==> config.mk <==
export PLATFORM = sky130hd
export DESIGN_NAME = mcws_front
export DESIGN_NICKNAME = d
export VERILOG_FILES = /design/src/rtl/mcws_pkg.sv /design/src/rtl/mcws_front.sv
export SDC_FILE = /design/constraint.sdc
export NUM_CORES = 1
export LEC_CHECK = 0
export BUFFER_PORTS_ARGS = -buffer_cell sky130_fd_sc_hd__buf_4
export CORE_AREA = 2 2 69 71
export DETAILED_ROUTE_END_ITERATION = 12
export DIE_AREA = 0 0 71 73
export PLACE_DENSITY_LB_ADDON = 0.3
export SYNTH_ARGS = -nofsm -noshare
export SYNTH_HDL_FRONTEND = slang
export SYNTH_SLANG_ARGS = --single-unit
==> constraint.sdc <==
create_clock -name vclk -period 1
set_input_delay 0.05 -clock vclk [all_inputs]
set_output_delay 0.05 -clock vclk [all_outputs]
set_load 0.01 [all_outputs]
==> src/rtl/mcws_pkg.sv <==
// shared types and constants of the markov chain walk sampler
// no dependencies; imported by every module of the block
`timescale 1ns / 1ps
`default_nettype none

package mcws_pkg;

  // index field width inside the command queue, enough for 256 states
  localparam int IDX_W = 8;

  // depth of the queue between front and back
  localparam int QUEUE_DEPTH = 2;

  // reset values of the configuration registers
  localparam logic [6:0]  NUM_STATES_RST = 7'd64;
  localparam logic [15:0] WALK_LEN_RST   = 16'd16;

  // configuration register indexes
  localparam logic CFG_NUM_STATES = 1'b0;
  localparam logic CFG_WALK_LEN   = 1'b1;

  // action codes of an input word
  localparam logic [1:0] ACT_WR_PROB  = 2'd0;
  localparam logic [1:0] ACT_WR_VALUE = 2'd1;
  localparam logic [1:0] ACT_START    = 2'd2;
  localparam logic [1:0] ACT_STEP     = 2'd3;

  typedef enum logic [1:0] {
    CMD_WR_PROB,
    CMD_WR_VALUE,
    CMD_START,
    CMD_STEP
  } cmd_op_e;

  typedef enum logic [1:0] {
    BK_IDLE,
    BK_SCAN,
    BK_VALUE,
    BK_EMIT
  } back_state_e;

  typedef struct packed {
    logic [1:0]         action;
    logic [5:0]         from_state;
    logic [5:0]         to_state;
    logic [16:0]        probability;
    logic [5:0]         value_slot;
    logic signed [31:0] state_value;
    logic [5:0]         start_state;
    logic [15:0]        draw;
  } in_word_t;

  typedef struct packed {
    logic [5:0]         state_index;
    logic signed [31:0] value_out;
    logic               no_transition;
    logic               end_of_walk;
  } out_word_t;

  // decoded command; row holds the row, the value slot or the start state
  typedef struct packed {
    cmd_op_e            op;
    logic [IDX_W-1:0]   row;
    logic [IDX_W-1:0]   col;
    logic [16:0]        prob;
    logic signed [31:0] value;
    logic [15:0]        draw;
  } cmd_t;

endpackage

`default_nettype wire

==> src/rtl/mcws_front.sv <==
// front end: decodes input words into commands and wraps indices
// depends on mcws_pkg
`timescale 1ns / 1ps
`default_nettype none

module mcws_front import mcws_pkg::*; #(
  parameter int MAX_STATES = 64
) (
  input  wire logic     in_valid_i,
  output logic          in_ready_o,
  input  wire in_word_t in_word_i,
  output logic          push_o,
  output cmd_t          push_cmd_o,
  input  wire logic     full_i
);

  // index modulo MAX_STATES, one conditional subtract per bit
  function automatic logic [IDX_W-1:0] wrap_idx(input logic [5:0] v);
    logic [14:0] r;
    r = 15'(v);
    for (int k = 5; k >= 0; k--) begin
      if (r >= (15'(MAX_STATES) << k)) begin
        r = r - (15'(MAX_STATES) << k);
      end
    end
    return IDX_W'(r);
  endfunction

  assign in_ready_o = !full_i;
  assign push_o     = in_valid_i && !full_i;

  always_comb begin
    push_cmd_o       = '0;
    push_cmd_o.prob  = in_word_i.probability;
    push_cmd_o.value = in_word_i.state_value;
    push_cmd_o.draw  = in_word_i.draw;
    push_cmd_o.col   = wrap_idx(in_word_i.to_state);
    case (in_word_i.action)
      ACT_WR_PROB: begin
        push_cmd_o.op  = CMD_WR_PROB;
        push_cmd_o.row = wrap_idx(in_word_i.from_state);
      end
      ACT_WR_VALUE: begin
        push_cmd_o.op  = CMD_WR_VALUE;
        push_cmd_o.row = wrap_idx(in_word_i.value_slot);
      end
      ACT_START: begin
        push_cmd_o.op  = CMD_START;
        push_cmd_o.row = wrap_idx(in_word_i.start_state);
      end
      default: begin
        push_cmd_o.op  = CMD_STEP;
        push_cmd_o.row = '0;
      end
    endcase
  end

endmodule

`default_nettype wire

==> results.sh <==
export IMPL_status="completed"
export IMPL_core_area_um2=4540
export IMPL_synthDistinctLibCells=8
export IMPL_numPortBuffers=32
export IMPL_p_clk_frac=0
export IMPL_design_seq_count=0
export IMPL_drt_first_pass_iters=2
export IMPL_grt_ovfl_total=0
export IMPL_power_switching_uw=77.6
export IMPL_switching_share=0.408
export IMPL_fp_dieH_um=73
export IMPL_vias_per_cell=3.53
export IMPL_finalCriticalPeriod_ns=0.758
export IMPL_drc_errors=0
export IMPL_synth_top_cell_by_area="buf_4"
export IMPL_criticalPathCategory="input port to output pin"
export IMPL_grt_pass1_vias=360
export IMPL_chipWidth_um=71
export IMPL_synth_top_area_share=0.794
export IMPL_post_drt_wl_per_cell_um=17.9
export IMPL_endpoint_kind="output pin"
export IMPL_start_util=0.158
export IMPL_setup_viol=0
export IMPL_syn_area_um2=718
export IMPL_synth_warnings=0
export IMPL_finalCritPeriodShare=0.758
export IMPL_wirelength_mm=1.88
export IMPL_fin_hold_ws_ns=0.100
export IMPL_final_util=0.101
export IMPL_regArea_um2=0
export IMPL_powerDensity_nw_per_um2=414
export IMPL_syn_to_final_growth_pct=-36.1
export IMPL_cap_viol_max_count=0
export IMPL_maxSlewViolCount=0
export IMPL_startpoint_type="input port"
export IMPL_antenna_found_initial=0
export IMPL_grt_pass1_wl_mm=2.38
export IMPL_power_uw=190
export IMPL_p_int_uw=113
export IMPL_cts_resized=0
export IMPL_p_comb_frac=1.000
export IMPL_worst_path_buf_inv=2
export IMPL_seq_power_share=0
export IMPL_fp_row_count=25
export IMPL_setup_ws_ns=0.242
export IMPL_cp_arrival_ns=0.71
export IMPL_irDropWorstVdd_uv=60.7
export IMPL_fillers=514
export IMPL_yosysSeqAreaShare=0
export IMPL_max_freq_ghz=1.32
export IMPL_grt_max_degree=9
export IMPL_hp_class="input port to output pin"
export IMPL_post_place_ws_ns=0.248
export IMPL_antenna_cells=0
export IMPL_p_leak_nw=0.228
export IMPL_cp_common_cell="buf_4"
export IMPL_via_count=371
export IMPL_synth_common_cells="buf_4, mux2i_1, o2bb2ai_1, clkbuf_1"
export IMPL_cts_hold_buf=0
export IMPL_dpl_hpwl_mm=1.65
export IMPL_nClkBuffers=0
export IMPL_ant_nets=0
export IMPL_hold_viol_final=0
export IMPL_cp_max_fo=8
export IMPL_yosysMostFrequentCell="buf_4"
export IMPL_pin_count=178
export IMPL_synth_area_leaders="buf_4, mux2i_1, o2bb2ai_1, nor2b_4, clkbuf_1"
export IMPL_fin_tns_setup_ns=0
export IMPL_nNetsFinal=146
export IMPL_drt_iter0_markers=4
export IMPL_dieArea_um2=5180
export IMPL_crit_chain="buf_4 -> nor2b_4 -> o2bb2ai_1 -> buf_4"
export IMPL_slowest_delay_ns=0.21
export IMPL_cts_setup_buffers=0
export IMPL_rsz0062_at_grt="false"
export IMPL_path_delay_family="buffers and inverters"
export IMPL_routabilityCongestion=0.850
export IMPL_track_usage=0.0612
export IMPL_synthCells=94
export IMPL_syn_avg_cell_area_um2=7.64
export IMPL_drive_gt1_frac=0.647
export IMPL_cp_required_ns=0.95
export IMPL_crit_slowest_cell="nor2b_4"
-- cells in the final DEF (no fill, tap or decap) --
cell,instances
buf_4,32
nor2b_4,1
inv_1,1
mux2i_1,6
conb_1,4
nor2b_1,1
o2bb2ai_1,6
-- kinds of logic (layout without fill, tap and decap cells) --
group	Yosys count	in the layout	share of synthesized area
other	1	4	0.00522
AOI/OAI and AO/OA	6	6	0.0732
muxes	6	6	0.0836
buffers and inverters	79	33	0.810
and+or+nand+nor	2	2	0.0279
-- cell type report --
cell class | count | area (um2) | area share
inverters | 1 | 3.75 | 0.00817
well taps | 54 | 67.6 | 0.147
multi-input cells | 18 | 148 | 0.322
repair buffers | 32 | 240 | 0.523
-- worst paths after layout --
check	from	end	cells past startpoint
worst max-delay path	in_word_i[90]	push_cmd_o[75]	4
worst min-delay path	in_word_i[13]	push_cmd_o[13]	0
-- routing by layer --
metal | wire, um | part of all wire | up-vias | global-route usage
met1 | 441 | 0.23 | 133 | 0.0453
met4 | 298 | 0.16 | 0 | 0.0985
li1 | - | - | 133 | -
met2 | 746 | 0.40 | 65 | 0.0862
met5 | 0 | 0 | - | 0
met3 | 393 | 0.21 | 40 | 0.0387
-- power by group through the flow --
stage	combinational [mW]	clock, mW	sequential, mW
final	0.190	0	0
after global routing	0.205	0	0
after CTS	0.193	0	0
after detailed placement	0.192	0	0
after global placement	0.193	0	0
after floorplan	0.375	0	0
-- through the flow --
step           cells  instance area, um2
3_5_place_dp     105                 459
3_3_place_gp     105                 459
4_1_cts          105                 459
6_report         105                 459
5_1_grt          105                 459
2_1_floorplan     97                 729
(Power assumes the default switching activity.)
