### config.mk
export PLATFORM = sky130hd
export DESIGN_NAME = mcws_queue
export DESIGN_NICKNAME = d
export VERILOG_FILES = /design/src/rtl/mcws_pkg.sv /design/src/rtl/mcws_queue.sv
export SDC_FILE = /design/constraint.sdc
export NUM_CORES = 1
export LEC_CHECK = 0
export ABC_CLOCK_PERIOD_IN_PS = 5900
export BUFFER_PORTS_ARGS = -buffer_cell sky130_fd_sc_hd__buf_2
export CORE_MARGIN = 1.5
export CORE_UTILIZATION = 25
export CTS_CLUSTER_SIZE = 20
export DETAILED_ROUTE_END_ITERATION = 12
export PLACE_DENSITY = 0.53
export SYNTH_ARGS = -nofsm -noshare
export SYNTH_HDL_FRONTEND = slang
export SYNTH_SLANG_ARGS = --single-unit
### constraint.sdc
create_clock -name clk_i -period 5.9 [get_ports clk_i]
set_clock_uncertainty 0.1 [all_clocks]
set_input_delay 1.18 -clock clk_i [delete_from_list [all_inputs] [get_ports clk_i]]
set_output_delay 1.18 -clock clk_i [all_outputs]
set_load 0.01 [all_outputs]
### src/rtl/mcws_pkg.sv
// shared types and constants of the markov chain walk sampler
// no dependencies; imported by every module of the block
`timescale 1ns / 1ps
`default_nettype none

package mcws_pkg;

  // index field width inside the command queue, enough for 256 states
  localparam int IDX_W = 8;

  // depth of the queue between front and back
  localparam int QUEUE_DEPTH = 2;

  // reset values of the configuration registers
  localparam logic [6:0]  NUM_STATES_RST = 7'd64;
  localparam logic [15:0] WALK_LEN_RST   = 16'd16;

  // configuration register indexes
  localparam logic CFG_NUM_STATES = 1'b0;
  localparam logic CFG_WALK_LEN   = 1'b1;

  // action codes of an input word
  localparam logic [1:0] ACT_WR_PROB  = 2'd0;
  localparam logic [1:0] ACT_WR_VALUE = 2'd1;
  localparam logic [1:0] ACT_START    = 2'd2;
  localparam logic [1:0] ACT_STEP     = 2'd3;

  typedef enum logic [1:0] {
    CMD_WR_PROB,
    CMD_WR_VALUE,
    CMD_START,
    CMD_STEP
  } cmd_op_e;

  typedef enum logic [1:0] {
    BK_IDLE,
    BK_SCAN,
    BK_VALUE,
    BK_EMIT
  } back_state_e;

  typedef struct packed {
    logic [1:0]         action;
    logic [5:0]         from_state;
    logic [5:0]         to_state;
    logic [16:0]        probability;
    logic [5:0]         value_slot;
    logic signed [31:0] state_value;
    logic [5:0]         start_state;
    logic [15:0]        draw;
  } in_word_t;

  typedef struct packed {
    logic [5:0]         state_index;
    logic signed [31:0] value_out;
    logic               no_transition;
    logic               end_of_walk;
  } out_word_t;

  // decoded command; row holds the row, the value slot or the start state
  typedef struct packed {
    cmd_op_e            op;
    logic [IDX_W-1:0]   row;
    logic [IDX_W-1:0]   col;
    logic [16:0]        prob;
    logic signed [31:0] value;
    logic [15:0]        draw;
  } cmd_t;

endpackage

`default_nettype wire

### src/rtl/mcws_queue.sv
// short command queue between front and back
// depends on mcws_pkg
`timescale 1ns / 1ps
`default_nettype none

module mcws_queue import mcws_pkg::*; (
  input  wire logic clk_i,
  input  wire logic rst_ni,
  input  wire logic push_i,
  input  wire cmd_t push_cmd_i,
  output logic      full_o,
  input  wire logic pop_i,
  output logic      valid_o,
  output cmd_t      head_o
);

  localparam int PW   = (QUEUE_DEPTH > 1) ? $clog2(QUEUE_DEPTH) : 1;
  localparam int CNTW = $clog2(QUEUE_DEPTH + 1);

  cmd_t            slots_q [QUEUE_DEPTH];
  logic [PW-1:0]   wr_ptr_q, wr_ptr_d;
  logic [PW-1:0]   rd_ptr_q, rd_ptr_d;
  logic [CNTW-1:0] cnt_q, cnt_d;
  logic            do_push, do_pop;

  assign full_o  = (cnt_q == CNTW'(QUEUE_DEPTH));
  assign valid_o = (cnt_q != '0);
  assign head_o  = slots_q[rd_ptr_q];
  assign do_push = push_i && !full_o;
  assign do_pop  = pop_i && valid_o;

  always_comb begin
    wr_ptr_d = wr_ptr_q;
    rd_ptr_d = rd_ptr_q;
    cnt_d    = cnt_q;
    if (do_push) begin
      wr_ptr_d = (wr_ptr_q == PW'(QUEUE_DEPTH - 1)) ? '0 : wr_ptr_q + 1'b1;
    end
    if (do_pop) begin
      rd_ptr_d = (rd_ptr_q == PW'(QUEUE_DEPTH - 1)) ? '0 : rd_ptr_q + 1'b1;
    end
    if (do_push && !do_pop) begin
      cnt_d = cnt_q + 1'b1;
    end else if (do_pop && !do_push) begin
      cnt_d = cnt_q - 1'b1;
    end
  end

  always_ff @(posedge clk_i or negedge rst_ni) begin
    if (!rst_ni) begin
      wr_ptr_q <= '0;
      rd_ptr_q <= '0;
      cnt_q    <= '0;
    end else begin
      wr_ptr_q <= wr_ptr_d;
      rd_ptr_q <= rd_ptr_d;
      cnt_q    <= cnt_d;
    end
  end

  always_ff @(posedge clk_i) begin
    if (do_push) begin
      slots_q[wr_ptr_q] <= push_cmd_i;
    end
  end

endmodule

`default_nettype wire

==> flow_metrics.tcl, run 1 <==
set metrics [dict create \
    peakVddDrop_v 0.000323 \
    clk_latency_ns 0.41 \
    finalSetupViolCount 0 \
    drc 0 \
    rsz0062_at_grt "false" \
    timing_worst_slew_pin_value_ns 0.629 \
    num_vias 3143 \
    hpwlAfterDp_mm 7.96 \
    instances_no_fill 805 \
    synth-seq-area-share_pct 79.1 \
    power.static_leakage_nw 3.20 \
    max_slew_margin_pct 58.1 \
    clock_tree_from_tritoncts "done" \
    dp_worst_slack_ns 2.72 \
    die_height_um 163 \
    syn_inst 277 \
    placedInstanceArea_mm2 0.00766 \
    drv_cap 0 \
    area_growth_syn_to_layout_pct 28.1 \
    worst_hold_slack_ns 0.395 \
    core.rowCount 58 \
    mostFrequentLayoutCell "buf_2" \
    result_of_the_run "completed" \
    maximum_number_of_buffers_from_clock_root_to_sink 2 \
    drive_gt1_share_pct 61.5 \
    final.setup.tns_ns 0 \
    final_report_hold_violation_count 0 \
    crit_path_max_fanout 36 \
    start_kind "flip-flop" \
    core_mm2 0.0252 \
    synthesis.nets 365 \
    drt_pass1_iterations 4 \
    first_global_vias 3460 \
    post-route-cell-area_mm2 0.00824 \
    synth_warnings 0 \
    path_clk_slew_ns 0.07 \
    total_power_mw 4.08 \
    ys_ff_latch 170 \
    worstPathArrival_ns 2.28 \
    worstSetupPathType "reg -> out" \
    worst_ep_required_time_ns 4.62 \
    nNetsFinal 551 \
    pin_count 172 \
    clock-sinks 170 \
    placed_cells_incl_taps 774 \
    start_util_pct 25.5 \
    clock_tree.htree_level_count 4 \
    fmaxAchievable_mhz 281 \
    grt.total_usage_pct 9.33 \
    grt_start_max_net_pins 46 \
    global_route.overflow_total 0 \
    final.min_clock_period_ns 3.56 \
    cp-end-kind "output port" \
    die-width_um 163 \
    cts_hold_repair.buffers 0 \
    area_leader_netlist "edfxtp_1" \
    synth.lib_cells_used.distinct 15 \
    synth_largest_type_area_fraction_pct 77.5 \
    routed_wirelength_mm 12.1 \
    cts_root_buffer "clkbuf_16" \
    cts_post_setup_buffers_inserted 0 \
    iter_0_drt_violations 118 \
    final.period_utilization_pct 60.3 \
    post_synth_instance_area_mm2 0.00643 \
    antenna_violating_nets_post_route 0 \
    syn_area_per_cell_um2 23.2 \
    layout_fillers 2442 \
    gp_congestion 0.704 \
    synth_top_cells_by_area "edfxtp_1 78%, mux2_4 14%, mux2_2 4.0%" \
    die_area_mm2 0.0267 \
    antenna_found_initial 0 \
    cts_made_buffers 17 \
    min_path_type "reg -> reg" \
    global_route_wire_length_before_repair_mm 18.4 \
    routed_wire_length_per_instance_um 15.0 \
    viasPerCell 3.90 \
    final-max-slew-violation-count 0 \
    diodes 0 \
    final_util_pct 32.7 \
    setup_slack_ns 2.34 \
    port_buffers 171 \
    layout_common_cells "171 x buf_2, 166 x edfxtp_1, 60 x mux2_4" \
    power_density_mw_per_mm2 496 \
    post_cts_resized 0 \
]
synth_stat cells:
cell type and n:
edfxtp_1 166, buf_2 2, ha_1 1, inv_1 2, nor2_1 2, nand2b_1 1
and3_1 1, xor2_1 2, dfrtp_1 4, mux2_2 23, nand2_1 2, mux2_4 60
buf_6 7, xnor2_1 3, or2_2 1
cells by family after synthesis:
group | count (synthesis) | synth area share, %
AND/OR/NAND/NOR | 7 | 0.526
multiplexers | 83 | 18.0
buffers and inverters | 11 | 1.50
XOR/XNOR | 5 | 0.681
flip-flops | 170 | 79.1
adder cells (fa/ha/maj) | 1 | 0.195
worst max-delay path, stage by stage, from the launching register on:
cell and delay [ns]:
dfrtp_4 0.68, buf_4 0.60, mux2_2 0.42, buf_2 0.14
flip-flops by register name (all words and copies together) (netlist names):
signal and flops:
slots_q 166, wr_ptr_q 1, rd_ptr_q 1, cnt_q 2
where the power goes:
group | internal, mW | switching (mW)
registers | 1.65 | 0.106
clock network | 0.628 | 0.467
logic | 0.617 | 0.612
total | 2.90 | 1.18
worst paths after layout:
path	startpoint	to	slack (ns)	cells past startpoint
min	cnt_q[1]	cnt_q[1]	0.40	1
min in group asynchronous	rst_ni	cnt_q[1]	0.47	1
max	rd_ptr_q	head_o[73]	2.34	3
min reg2reg	cnt_q[1]	cnt_q[1]	0.40	1
max in group asynchronous	rst_ni	rd_ptr_q	5.08	1
max reg2reg	cnt_q[0]	slots_q[1][81]	3.62	3
metal layers:
metal / track usage (%) / vias up / routed length (um)
met4: 3.88 / 0 / 163
li1: - / 1465 / -
met3: 3.28 / 12 / 700
met1: 10.3 / 1568 / 4950
met2: 16.2 / 98 / 6280
met5: 0 / - / 0
layout make-up:
cell class / count / area (um^2) / area share, %
Multi-Input combinational cell: 96 / 1260 / 15.3
Tap cell: 330 / 413 / 5.01
Sequential cell: 170 / 5090 / 61.8
Inverter: 2 / 7.51 / 0.0912
Timing Repair Buffer: 176 / 893 / 10.8
Clock inverter: 12 / 138 / 1.67
Clock buffer: 19 / 433 / 5.26
Note: power is estimated with default switching activity, not from simulation.
==> inputs of run 2 (changes only) <==
--- a/config.mk
+++ b/config.mk
@@ -5,7 +5,7 @@
 export SDC_FILE = /design/constraint.sdc
 export NUM_CORES = 1
 export LEC_CHECK = 0
-export ABC_CLOCK_PERIOD_IN_PS = 5900
+export ABC_CLOCK_PERIOD_IN_PS = 3600
 export BUFFER_PORTS_ARGS = -buffer_cell sky130_fd_sc_hd__buf_2
 export CORE_MARGIN = 1.5
 export CORE_UTILIZATION = 25
==> constraint.sdc (replaced) <==
create_clock -name clk_i -period 3.6 [get_ports clk_i]
set_clock_uncertainty 0.1 [all_clocks]
set_input_delay 0.72 -clock clk_i [delete_from_list [all_inputs] [get_ports clk_i]]
set_output_delay 0.72 -clock clk_i [all_outputs]
set_load 0.01 [all_outputs]
==> run 2 against run 1 <==
Global-route usage up 0.10 points. Clock power up 61%. Register-to-register slack worse by 2.0 ns. Non-clock buffer count up 1. Flip-flop and latch count unchanged. Sequential share of layout area down 0.30 points. Cell area up 0.49%. Critical endpoint is now head_o[60]. Largest power group unchanged.
==> flow_metrics.tcl, run 2 (synthesis results as in run 1) <==
set metrics [dict create \
    drc 0 \
    cp-end-kind "output port" \
    worstSetupPathType "reg -> out" \
    cts_made_buffers 17 \
    timing_worst_slew_pin_value_ns 0.579 \
    start_kind "flip-flop" \
    grt_start_max_net_pins 84 \
    placed_cells_incl_taps 774 \
    die-width_um 163 \
    min-delay-start "push_cmd_i[62]" \
    core_mm2 0.0252 \
    largest_register_ff_count 166 \
    drv_cap 0 \
    min_path_type "in -> reg" \
    final.setup.tns_ns 0 \
    largestRegisters "slots_q x166, cnt_q x2" \
    power.switching_fraction_pct 28.7 \
    drt_pass1_iterations 4 \
    area_growth_syn_to_layout_pct 28.7 \
    wl_met1_mm 4.79 \
    grt.total_usage_pct 9.43 \
    power_density_mw_per_mm2 808 \
    routed_wire_length_per_instance_um 15.1 \
    top_register "slots_q" \
    layout_fillers 2419 \
    worst_ep_required_time_ns 2.78 \
    worstPathArrival_ns 2.08 \
    global_route.overflow_total 0 \
    worstPathCellList "buf_4 > mux2_2 > buf_2" \
    rsz0062_at_grt "false" \
    final.min_clock_period_ns 2.90 \
    intPower_mw 4.77 \
    fmaxAchievable_mhz 345 \
    crit_family "flip-flops" \
    seq_area_mm2 0.00509 \
    die_area_mm2 0.0267 \
    cp_slowest_stage_delay_ns 0.73 \
    multiInputGateArea_mm2 0.00126 \
    instances_no_fill 808 \
    hpwlAfterDp_mm 8.01 \
    iter_0_drt_violations 104 \
    post_cts_resized 0 \
    dr.max_layer_used "met5" \
    start_util_pct 25.5 \
    antenna_found_initial 3 \
    drive_gt1_share_pct 60.9 \
    first_global_vias 3379 \
    viasPerCell 3.88 \
    core.rowCount 58 \
    gp_congestion 0.685 \
    path_clk_slew_ns 0.07 \
    finalSetupViolCount 0 \
    routed_wirelength_mm 12.2 \
    port_buffers 171 \
    final.period_utilization_pct 80.6 \
    crit_path_max_fanout 24 \
    global_route_wire_length_before_repair_mm 18.5 \
    met3_wirelength_um 995 \
    dr_wl_met2_mm 6.21 \
    pin_count 172 \
    path_buf_inv 2 \
    power.combinational.fraction_pct 30.5 \
    num_vias 3132 \
    final_report_hold_violation_count 0 \
    maximum_number_of_buffers_from_clock_root_to_sink 2 \
    antenna_violating_nets_post_route 0 \
    final-max-slew-violation-count 0 \
    mostFrequentLayoutCell "buf_2" \
    power_frac_clock_pct 26.2 \
    crit-reg2reg-launch "cnt_q[0]" \
    layout_common_cells "171 x buf_2, 166 x edfxtp_1, 60 x mux2_4" \
    cts_root_buffer "clkbuf_16" \
    startpoint "rd_ptr_q" \
    net-switching-power_mw 1.92 \
    die_height_um 163 \
    seq_power_share_pct 43.3 \
    result_of_the_run "completed" \
    nNetsFinal 552 \
    clk_latency_ns 0.42 \
    power.static_leakage_nw 3.20 \
    clock-sinks 170 \
    worst_path_slowest_cell "dfrtp_4" \
    clock_tree_from_tritoncts "done" \
    peakVddDrop_v 0.000302 \
    clock_tree.htree_level_count 4 \
    max_slew_margin_pct 61.4 \
]
## run 2: stage by stage
stage               setup slack [ns]  utilization, %  hold slack, ns  power [mW]  cell area, um^2
floorplan                     0.0996               -           0.324        4.34             6430
global placement                1.11            30.6           0.372        5.01             7700
detailed placement              1.09            30.6           0.381        5.05             7700
CTS                            0.626            32.8           0.362        6.83             8270
global route                   0.579            32.8           0.361        7.07             8270
finish                         0.698            32.9           0.384        6.69             8280
## run 2: final cells by class
class                      count  area share [%]
tap                          330            4.99
inverter                       2          0.0907
multi-input combinational     96            15.3
clock inverter                12            1.51
sequential                   170            61.5
antenna                        2          0.0605
clock buffer                  19            5.23
timing repair buffer         177            11.4
## run 2: power by group through the flow
stage | Clock (mW) | Combinational (mW) | Sequential [mW]
floorplan | 0 | 1.47 | 2.86
global placement | 0 | 2.09 | 2.93
detailed placement | 0 | 2.11 | 2.95
CTS | 1.81 | 2.11 | 2.91
global route | 1.90 | 2.22 | 2.94
finish | 1.75 | 2.04 | 2.90
## run 2: metal layers
layer | track usage (%) | up-vias
met2 | 16.1 | 113
met3 | 3.83 | 16
met5 | 0 | -
li1 | - | 1467
met4 | 3.88 | 2
met1 | 10.4 | 1534
## run 2: what timing repair did
item,CTS,global route
endpoints found under the hold margin,4,0
setup buffers,0,0
hold buffers,1,0
## run 2: worst paths after layout
check                                      end  slack (ns)  cells past startpoint
worst max-delay path                head_o[60]        0.70                      3
worst min-delay path            slots_q[1][62]        0.38                      1
min in group asynchronous             cnt_q[0]        0.54                      2
worst min register to register        cnt_q[1]        0.39                      1
worst max register to register  slots_q[1][73]        1.62                      3
max in group asynchronous             rd_ptr_q        2.71                      2
## run 2: worst reg2reg max path: cells and delay by family (launching register included)
| kind | cells | cell delay, ns |
|---|---|---|
| buf+inv | 1 | 0.35 |
| flops | 1 | 0.41 |
| simple gates | 2 | 0.76 |
